<file path="config.mk">
export PLATFORM = sky130hd
export DESIGN_NAME = qn_interp
export DESIGN_NICKNAME = d
export VERILOG_FILES = /design/src/sv/qn_pkg.sv /design/src/sv/qn_div.sv /design/src/sv/qn_interp.sv
export SDC_FILE = /design/constraint.sdc
export NUM_CORES = 2
export LEC_CHECK = 0
export BUFFER_PORTS_ARGS = -buffer_cell sky130_fd_sc_hd__buf_2
export CORE_MARGIN = 5
export CORE_UTILIZATION = 30
export CTS_BUF_LIST = sky130_fd_sc_hd__clkbuf_8
export DETAILED_ROUTE_END_ITERATION = 16
export SYNTH_ARGS = -nofsm -noshare
export SYNTH_HDL_FRONTEND = slang
export SYNTH_SLANG_ARGS = --single-unit
</file>
<file path="constraint.sdc">
create_clock -name clock -period 10.11 [get_ports clock]
set_input_delay 3.033 -clock clock [delete_from_list [all_inputs] [get_ports clock]]
set_output_delay 3.033 -clock clock [all_outputs]
set_load 0.1 [all_outputs]
</file>
<file path="src/sv/qn_pkg.sv">
`default_nettype none
package qn_pkg;

   localparam int DEF_MAX_GROUPS = 16;
   localparam int DEF_MAX_VALUES = 1024;
   localparam int DEF_VALUE_BITS = 32;

   localparam int CMD_BITS     = 2;
   localparam int TAG_BITS     = 4;
   localparam int IN_VAL_BITS  = 32;
   localparam int STATUS_BITS  = 2;
   localparam int GC_REG_BITS  = 5;
   localparam int ACT_BITS     = 7;
   localparam int CSR_ADDR_W   = 3;
   localparam int CSR_DATA_W   = 32;

   localparam logic [CSR_ADDR_W-1:0] CSR_GROUP_COUNT = 3'd0;
   localparam logic [GC_REG_BITS-1:0] GROUP_COUNT_RESET = 5'd1;

   typedef enum logic [CMD_BITS-1:0] {
      CMD_LOAD = 2'd0,
      CMD_NORM = 2'd1,
      CMD_READ = 2'd2
   } cmd_type;

   typedef enum logic [STATUS_BITS-1:0] {
      ST_OK      = 2'd0,
      ST_EMPTY   = 2'd1,
      ST_DROPPED = 2'd2
   } status_type;

   typedef enum logic {
      OP_INTERP = 1'b0,
      OP_AVG    = 1'b1
   } op_type;

   typedef enum logic [3:0] {
      IP_IDLE,
      IP_POS_GO,
      IP_POS_WAIT,
      IP_LO_RD,
      IP_LO_LAT,
      IP_HI_RD,
      IP_HI_LAT,
      IP_FRAC_MUL,
      IP_FRAC_GO,
      IP_FRAC_WAIT,
      IP_END_RD,
      IP_END_LAT,
      IP_AVG_GO,
      IP_AVG_WAIT,
      IP_DONE
   } ip_state_type;

   typedef enum logic [3:0] {
      N_IDLE,
      N_SCAN,
      N_RK_RD,
      N_RK_LAT,
      N_RK_SCAN,
      N_RK_WR,
      N_REF_G,
      N_REF_WAIT,
      N_AVG,
      N_AVG_WAIT,
      N_WB_RD,
      N_WB_LAT,
      N_WB_GO,
      N_WB_WAIT
   } norm_state_type;

endpackage
`default_nettype wire

</file>
<file path="src/sv/qn_div.sv">
`default_nettype none
module qn_div #(
   parameter int DVD_W = 40,
   parameter int DVS_W = 11
) (
   input  wire logic             clock,
   input  wire logic             reset,
   input  wire logic             start,
   input  wire logic [DVD_W-1:0] dividend,
   input  wire logic [DVS_W-1:0] divisor,
   output logic                  done,
   output logic      [DVD_W-1:0] quotient,
   output logic      [DVS_W-1:0] remainder
);
   localparam int CW = $clog2(DVD_W + 1);

   logic [DVD_W-1:0] q_ff, q_in;
   logic [DVS_W-1:0] rem_ff, rem_in;
   logic [DVS_W-1:0] dvs_ff, dvs_in;
   logic [CW-1:0]    cnt_ff, cnt_in;
   logic             run_ff, run_in;
   logic             done_ff, done_in;
   logic [DVS_W:0]   rem_sh;
   logic [DVS_W:0]   rem_sub;
   logic             ge;

   always_comb begin
      rem_sh  = {rem_ff, q_ff[DVD_W-1]};
      rem_sub = rem_sh - {1'b0, dvs_ff};
      ge      = rem_sh >= {1'b0, dvs_ff};
      q_in    = q_ff;
      rem_in  = rem_ff;
      dvs_in  = dvs_ff;
      cnt_in  = cnt_ff;
      run_in  = run_ff;
      done_in = 1'b0;
      if (start) begin
         q_in   = dividend;
         rem_in = '0;
         dvs_in = divisor;
         cnt_in = CW'(DVD_W);
         run_in = 1'b1;
      end else if (run_ff) begin
         // One quotient bit per cycle, restoring form.
         q_in   = {q_ff[DVD_W-2:0], ge};
         rem_in = ge ? rem_sub[DVS_W-1:0] : rem_sh[DVS_W-1:0];
         cnt_in = cnt_ff - 1'b1;
         if (cnt_ff == CW'(1)) begin
            run_in  = 1'b0;
            done_in = 1'b1;
         end
      end
   end

   always_ff @(posedge clock) begin
      if (reset) begin
         run_ff  <= 1'b0;
         done_ff <= 1'b0;
         cnt_ff  <= '0;
      end else begin
         run_ff  <= run_in;
         done_ff <= done_in;
         cnt_ff  <= cnt_in;
      end
      q_ff   <= q_in;
      rem_ff <= rem_in;
      dvs_ff <= dvs_in;
   end

   assign done      = done_ff;
   assign quotient  = q_ff;
   assign remainder = rem_ff;
endmodule
`default_nettype wire

</file>
<file path="src/sv/qn_interp.sv">
`default_nettype none
module qn_interp #(
   parameter int VB    = 32,
   parameter int CNT_W = 11,
   parameter int IDX_W = 10,
   parameter int SUM_W = 37,
   parameter int DVS_W = 11,
   parameter int DVD_W = 43
) (
   input  wire logic             clock,
   input  wire logic             reset,
   input  wire logic             start,
   input  wire qn_pkg::op_type   op,
   input  wire logic [CNT_W-1:0] m,
   input  wire logic [CNT_W-1:0] n,
   input  wire logic [CNT_W-1:0] k,
   input  wire logic [SUM_W-1:0] sum,
   input  wire logic [DVS_W-1:0] nonempty,
   input  wire logic [VB-1:0]    arr_rdata,
   output logic      [IDX_W-1:0] rd_idx,
   output logic                  done,
   output logic      [VB-1:0]    result
);
   import qn_pkg::*;

   ip_state_type     st_ff, st_in;
   logic [IDX_W-1:0] idx_ff, idx_in;
   logic [DVS_W-1:0] r_ff, r_in;
   logic [DVS_W-1:0] dvs_ff, dvs_in;
   logic [DVD_W-1:0] dvd_ff, dvd_in;
   logic [VB-1:0]    lo_ff, lo_in;
   logic [VB-1:0]    diff_ff, diff_in;
   logic [VB-1:0]    res_ff, res_in;
   logic             div_start, div_done;
   logic [DVD_W-1:0] div_q;
   logic [DVS_W-1:0] div_r;
   logic [2*CNT_W-1:0] pos_prod;
   logic [VB+DVS_W-1:0] frac_prod;
   logic [CNT_W:0]   k_next;

   qn_div #(.DVD_W(DVD_W), .DVS_W(DVS_W)) u_div (
      .clock     (clock),
      .reset     (reset),
      .start     (div_start),
      .dividend  (dvd_ff),
      .divisor   (dvs_ff),
      .done      (div_done),
      .quotient  (div_q),
      .remainder (div_r)
   );

   always_ff @(posedge clock) begin
      if (reset) begin
         st_ff <= IP_IDLE;
      end else begin
         st_ff <= st_in;
      end
      idx_ff  <= idx_in;
      r_ff    <= r_in;
      dvs_ff  <= dvs_in;
      dvd_ff  <= dvd_in;
      lo_ff   <= lo_in;
      diff_ff <= diff_in;
      res_ff  <= res_in;
   end

   always_comb begin
      st_in     = st_ff;
      idx_in    = idx_ff;
      r_in      = r_ff;
      dvs_in    = dvs_ff;
      dvd_in    = dvd_ff;
      lo_in     = lo_ff;
      diff_in   = diff_ff;
      res_in    = res_ff;
      div_start = 1'b0;
      pos_prod  = k * (m - 1'b1);
      frac_prod = diff_ff * r_ff;
      k_next    = {1'b0, k} + 1'b1;
      case (st_ff)
         IP_IDLE: begin
            if (start) begin
               if (op == OP_AVG) begin
                  dvd_in = DVD_W'(sum);
                  dvs_in = nonempty;
                  st_in  = IP_AVG_GO;
               end else if (k_next >= {1'b0, n}) begin
                  idx_in = IDX_W'(m - 1'b1);
                  st_in  = IP_END_RD;
               end else if (k == '0) begin
                  idx_in = '0;
                  st_in  = IP_END_RD;
               end else begin
                  dvd_in = DVD_W'(pos_prod);
                  dvs_in = DVS_W'(n - 1'b1);
                  st_in  = IP_POS_GO;
               end
            end
         end
         IP_POS_GO: begin
            div_start = 1'b1;
            st_in     = IP_POS_WAIT;
         end
         IP_POS_WAIT: begin
            if (div_done) begin
               idx_in = IDX_W'(div_q);
               r_in   = div_r;
               st_in  = IP_LO_RD;
            end
         end
         IP_LO_RD: st_in = IP_LO_LAT;
         IP_LO_LAT: begin
            lo_in = arr_rdata;
            if (r_ff == '0) begin
               res_in = arr_rdata;
               st_in  = IP_DONE;
            end else begin
               idx_in = idx_ff + 1'b1;
               st_in  = IP_HI_RD;
            end
         end
         IP_HI_RD: st_in = IP_HI_LAT;
         IP_HI_LAT: begin
            if (arr_rdata < lo_ff) begin
               res_in = lo_ff;
               st_in  = IP_DONE;
            end else begin
               diff_in = arr_rdata - lo_ff;
               st_in   = IP_FRAC_MUL;
            end
         end
         IP_FRAC_MUL: begin
            dvd_in = DVD_W'(frac_prod);
            st_in  = IP_FRAC_GO;
         end
         IP_FRAC_GO: begin
            div_start = 1'b1;
            st_in     = IP_FRAC_WAIT;
         end
         IP_FRAC_WAIT: begin
            if (div_done) begin
               res_in = lo_ff + VB'(div_q);
               st_in  = IP_DONE;
            end
         end
         IP_END_RD: st_in = IP_END_LAT;
         IP_END_LAT: begin
            res_in = arr_rdata;
            st_in  = IP_DONE;
         end
         IP_AVG_GO: begin
            div_start = 1'b1;
            st_in     = IP_AVG_WAIT;
         end
         IP_AVG_WAIT: begin
            if (div_done) begin
               res_in = VB'(div_q);
               st_in  = IP_DONE;
            end
         end
         IP_DONE: st_in = IP_IDLE;
         default: st_in = IP_IDLE;
      endcase
   end

   assign rd_idx = idx_ff;
   assign done   = (st_ff == IP_DONE);
   assign result = res_ff;
endmodule
`default_nettype wire

</file>
Word level (Yosys, flattened, before mapping) --
Index checks and enable logic that the tools add are counted.
Operators by class: multiplexer cells 39, order comparisons 3, equality and inequality tests 29, multipliers 2, bitwise logic cells 2, reduce and logical (&&, ||, !) cells 18, add/subtract/negate cells 9
Operators with widths (number):
- $mux 43 | 6
- $pmux 32 s5 | 1
- $mux 32 | 4
- $pmux 43 s2 | 1
- $mux 10 | 6
- $pmux 4 s13 | 1
- $mux 11 | 4
- $mul 32x11->43 | 1
- $add 32x32->32 | 1
- $lt 32x32->1 | 1
- $mux 4 | 8
- $sub 32x32->32 | 1
- $pmux 10 s3 | 1
- $eq 4x4->1 const B | 7
- $ge 12x11->1 | 2
- $logic_not 11->1 | 2
- $mul 12x12->22 | 1
- $eq 4x3->1 const B | 4
- $ne 2x2->1 const B | 7
- $add 11x1->12 const B | 1
- $mux 6 | 2
- $sub 11x1->12 const B | 1
- $sub 11x1->11 const B | 1
- $sub 11x11->11 | 1
- 21 further kinds | 37
Word-level totals: output and inout bits 43, input port bits 117, register bits after elaboration 248, word-level logic and storage cells 117

Depth between registers and ports, before layout --
depth in word-level cells 7, mapped depth 28, gate-level depth less buffers 26

Cells and area by module --
From an unflattened synthesis, not the netlist that was laid out.
Second synthesis, totals: cell total of the unflattened synthesis 3161, area, all modules 30012.5 um2
Modules (own cells, without submodules):
- qn_interp | cells each 2878, area each 26396.6 um2, instances 1, sequential area each 5215.0 um2
- qn_div | cells each 283, area each 3616.0 um2, instances 1, sequential area each 2001.9 um2

Least setup slack after synthesis --
No wires, ideal clock.
kind input -> register, start input port m[2], end register dvd_ff[19] (data pin), path buffers 0, stages 22, setup time 0.146 ns, setup slack 0.867 ns, required time 9.964 ns, arrival time 9.097 ns, path through or3_1 -> or3_4 -> or3_1 -> xnor2_1 -> and2_1 -> fa_1 -> fa_1 -> fa_1 -> fa_1 -> inv_1 -> fa_1 -> inv_1 -> ha_1 -> a21o_1 -> a21o_1 -> a21o_1 -> a21oi_1 -> a21boi_0 -> o31a_1 -> a211oi_1 -> a211oi_1 -> a21oi_1
On the way: longest elaborated chain between the ends 7
Ends and longest elaborated chain:
- from (decl) | line qn_interp.sv:14 | input wire logic [CNT_W-1:0] m,
- $sub 11x1->12 | line qn_interp.sv:77 | pos_prod = k * (m - 1'b1);
- $mul 12x12->22 | line qn_interp.sv:77
- $mux 43 | line qn_interp.sv:90 | end else if (k == '0) begin
- $mux 43 | line qn_interp.sv:87 | end else if (k_next >= {1'b0, n}) begin
- $mux 43 | line qn_interp.sv:83 | if (op == OP_AVG) begin
- $mux 43 | line qn_interp.sv:82 | if (start) begin
- $pmux 43 s2 | line qn_interp.sv:80 | case (st_ff)
- net dvd_in[19] | line qn_interp.sv:30 | logic [DVD_W-1:0] dvd_ff, dvd_in;
- to (signal assigned) | line qn_interp.sv:61 | dvd_ff <= dvd_in;
- to (decl) | line qn_interp.sv:30
The timed path passes the listed nets, and every way through them passes these cells. The select of a mux whose other input is x is not followed. A chain may end at the register's enable or synchronous reset.

Final worst setup path --
Ends and elaborated chain as after synthesis.

==> impl_metrics.env <==
export IMPL_rsz0062_at_grt="false"
export IMPL_ys_ff_latch=248
export IMPL_num_vias=23500
export IMPL_grt_max_degree=67
export IMPL_avgRoutedWirePerCell_microns=18.7
export IMPL_yosysUniqueCellTypes=85
export IMPL_syn_inst=3270
export IMPL_crit_required_ns=10.46
export IMPL_drtIter0Drc=1542
export IMPL_ys_seq_area_share_pct=24.1
export IMPL_row_count=115
export IMPL_drt_wl_total_microns=87500
export IMPL_async_flop_share_pct=0
export IMPL_clk_pin_slew_worst_paths_ns=0.06
export IMPL_area_growth_pct=10.5
export IMPL_clock_latency_ns=0.69
export IMPL_dieArea_sq_um=106000
export IMPL_slew_viol_final=0
export IMPL_dp_cells=4593
export IMPL_power_w=0.00814
export IMPL_fin_util_pct=33.5
export IMPL_max_freq_mhz=107
export IMPL_worstHoldPathType="flip-flop to flip-flop"
export IMPL_stdcell_count=4685
export IMPL_cts_root_buf="clkbuf_8"
export IMPL_cts_tree="done"
export IMPL_yosys_warnings=0
export IMPL_worst_pin_slew_ns=1.17
export IMPL_clockBufferDepth=3
export IMPL_grt_pass1_vias=24200
export IMPL_relSlewSlack_pct=21.2
export IMPL_netlist_area_sq_um=29900
export IMPL_peakVddDrop_uv=126
export IMPL_numPortBuffers=159
export IMPL_synth_edf_count=225
export IMPL_startpoint_type="input pin"
export IMPL_postCtsSetupBuffers=0
export IMPL_arrival_ns=9.70
export IMPL_place_gp_congestion=0.898
export IMPL_finalCritPeriodShare_pct=92.5
export IMPL_final_common_cell="nand2_1"
export IMPL_seq_power_share_pct=25.1
export IMPL_switching_power_w=0.00402
export IMPL_critPathCaptureType="flip-flop"
export IMPL_initial_core_util_pct=30.3
export IMPL_fin_nets=4074
export IMPL_setup_tns_ns=0
export IMPL_multiInputGateArea_sq_um=20600
export IMPL_fillerInstances=10300
export IMPL_clkPwrFrac_pct=13.3
export IMPL_syn_area_per_cell_sq_um=9.15
export IMPL_finalSetupViolCount=0
export IMPL_cts_resized=0
export IMPL_p_comb_share_pct=61.6
export IMPL_cts_sinks=248
export IMPL_grt_pass1_wl_microns=139000
export IMPL_fin_skew_ns=0.0821
export IMPL_postCtsHoldBufs=0
export IMPL_viasPerCell=5.02
export IMPL_overflow=0
export IMPL_powerDensity_nw_per_um2=246
export IMPL_synthFlopType="edfxtp_1"
export IMPL_finalHoldViolCount=0
export IMPL_drive_gt1_share_pct=8.75
export IMPL_hpwl_microns=69300
export IMPL_antenna_found_initial=7
export IMPL_final_antenna_net_count=0
export IMPL_htreeDepth=2
export IMPL_coreArea_sq_um=98700
export IMPL_status="complete, no violations"
export IMPL_swShare_pct=49.4
export IMPL_cts_inserted_buffers=48
export IMPL_die_x_microns=326
export IMPL_drcViolationCount=0
export IMPL_p_leak_nw=14.5
export IMPL_cap_violations=0
export IMPL_syn_nets=3988
export IMPL_internal_power_w=0.00412
export IMPL_first_pass_iters=5
export IMPL_regArea_sq_um=7220
export IMPL_final_cell_mix="nand2_1, inv_1, fa_1, ha_1, edfxtp_1"
export IMPL_grt_use_total_pct=16.4
export IMPL_die_h_microns=326
export IMPL_crit_type="input pin to flip-flop"
export IMPL_finalCriticalPeriod_ns=9.36
export IMPL_io_pins=160
export IMPL_path_max_fanout=9
==> flip-flops by register name, summed over array words and instances, names as in the netlist <==
signal	cells
dvs_ff	11
u_div.done	1
u_div.run_ff	1
dvd_ff	43
u_div.remainder	11
u_div.quotient	43
u_div.dvs_ff	11
result	32
st_ff	4
lo_ff	32
u_div.cnt_ff	6
r_ff	11
rd_idx	10
diff_ff	32
==> area by class of cell <==
class                   count  share of cell area [%]
multi-input cells        2443                    62.2
clock inverters            37                   0.976
diodes                      4                  0.0303
flip-flops and latches    248                    21.8
well taps                1287                    4.87
inverters                 421                    4.78
repair buffers            194                    3.20
clock buffers              51                    2.12
==> kinds of logic after synthesis <==
group	after synthesis	share of synthesized area [%]
simple gates	1121	17.2
fa+ha+maj	601	34.2
buf+inv	579	7.26
compound gates	549	12.0
flops	248	24.1
xor+xnor	145	4.24
mux	27	0.907
==> critical path, cell delays in order <==
cell	delay, ns
buf_2	0.12
or3_1	0.40
or3_4	0.41
or3_1	0.37
xnor2_1	0.63
and2_1	0.25
fa_1	0.45
fa_1	0.52
fa_1	0.52
fa_1	0.55
inv_1	0.06
fa_1	0.53
inv_1	0.04
ha_1	0.36
nand2_1	0.10
nor2_1	0.19
nand2_1	0.08
a211o_1	0.29
a21boi_0	0.26
o31a_1	0.21
a211oi_1	0.06
a211oi_1	0.19
a21oi_1	0.06
==> final timing paths <==
kind / startpoint / end / slack [ns] / cells after the start
worst min register to register: dvs_ff[7] / u_div.dvs_ff[7] / 0.42 / 0
worst max-delay path: m[2] / dvd_ff[19] / 0.75 / 23
worst max register to register: diff_ff[8] / dvd_ff[21] / 3.47 / 18
worst min-delay path: dvs_ff[7] / u_div.dvs_ff[7] / 0.42 / 0
==> power groups by stage <==
| stage | logic [W] | registers, W | clock network [W] |
|---|---|---|---|
| after floorplan | 0.00344 | 0.00228 | 0 |
| after global placement | 0.00494 | 0.00206 | 0 |
| after detailed placement | 0.00497 | 0.00207 | 0 |
| after CTS | 0.00501 | 0.00205 | 0.00111 |
| after global routing | 0.00561 | 0.00207 | 0.00116 |
| final | 0.00501 | 0.00204 | 0.00108 |
==> cells in the mapped netlist (29+ instances only) <==
cell type	number	area share, %
nor2_1	155	1.9
nand3_1	57	0.95
and2_1	161	3.4
a21o_1	54	1.4
nor3_1	36	0.60
clkbuf_1	150	1.9
xor2_1	66	1.9
fa_1	363	24
inv_1	418	5.2
xnor2_1	79	2.3
edfxtp_1	225	23
a21oi_1	140	2.3
ha_1	238	9.9
o21ai_0	89	1.5
nand2b_1	29	0.61
a211oi_1	38	0.95
nand2_1	563	7.1
==> per-layer routing <==
layer | track usage, % | share of wire, % | wire length, microns
met1 | 22.2 | 44 | 38500
met2 | 27.0 | 46 | 40600
met3 | 2.87 | 6.5 | 5670
met4 | 4.89 | 3.1 | 2710
met5 | 0 | 0.016 | 14
==> per-stage QoR <==
step | hold WS [ns] | setup slack, ns | cell area (sq um)
after global routing | 0.423 | 0.332 | 33100
after global placement | 0.402 | 0.215 | 32000
final | 0.417 | 0.755 | 33100
after CTS | 0.420 | 0.834 | 33100
after detailed placement | 0.405 | 0.180 | 32000
after floorplan | 0.400 | 0.867 | 29900
(Power assumes the default switching activity.)
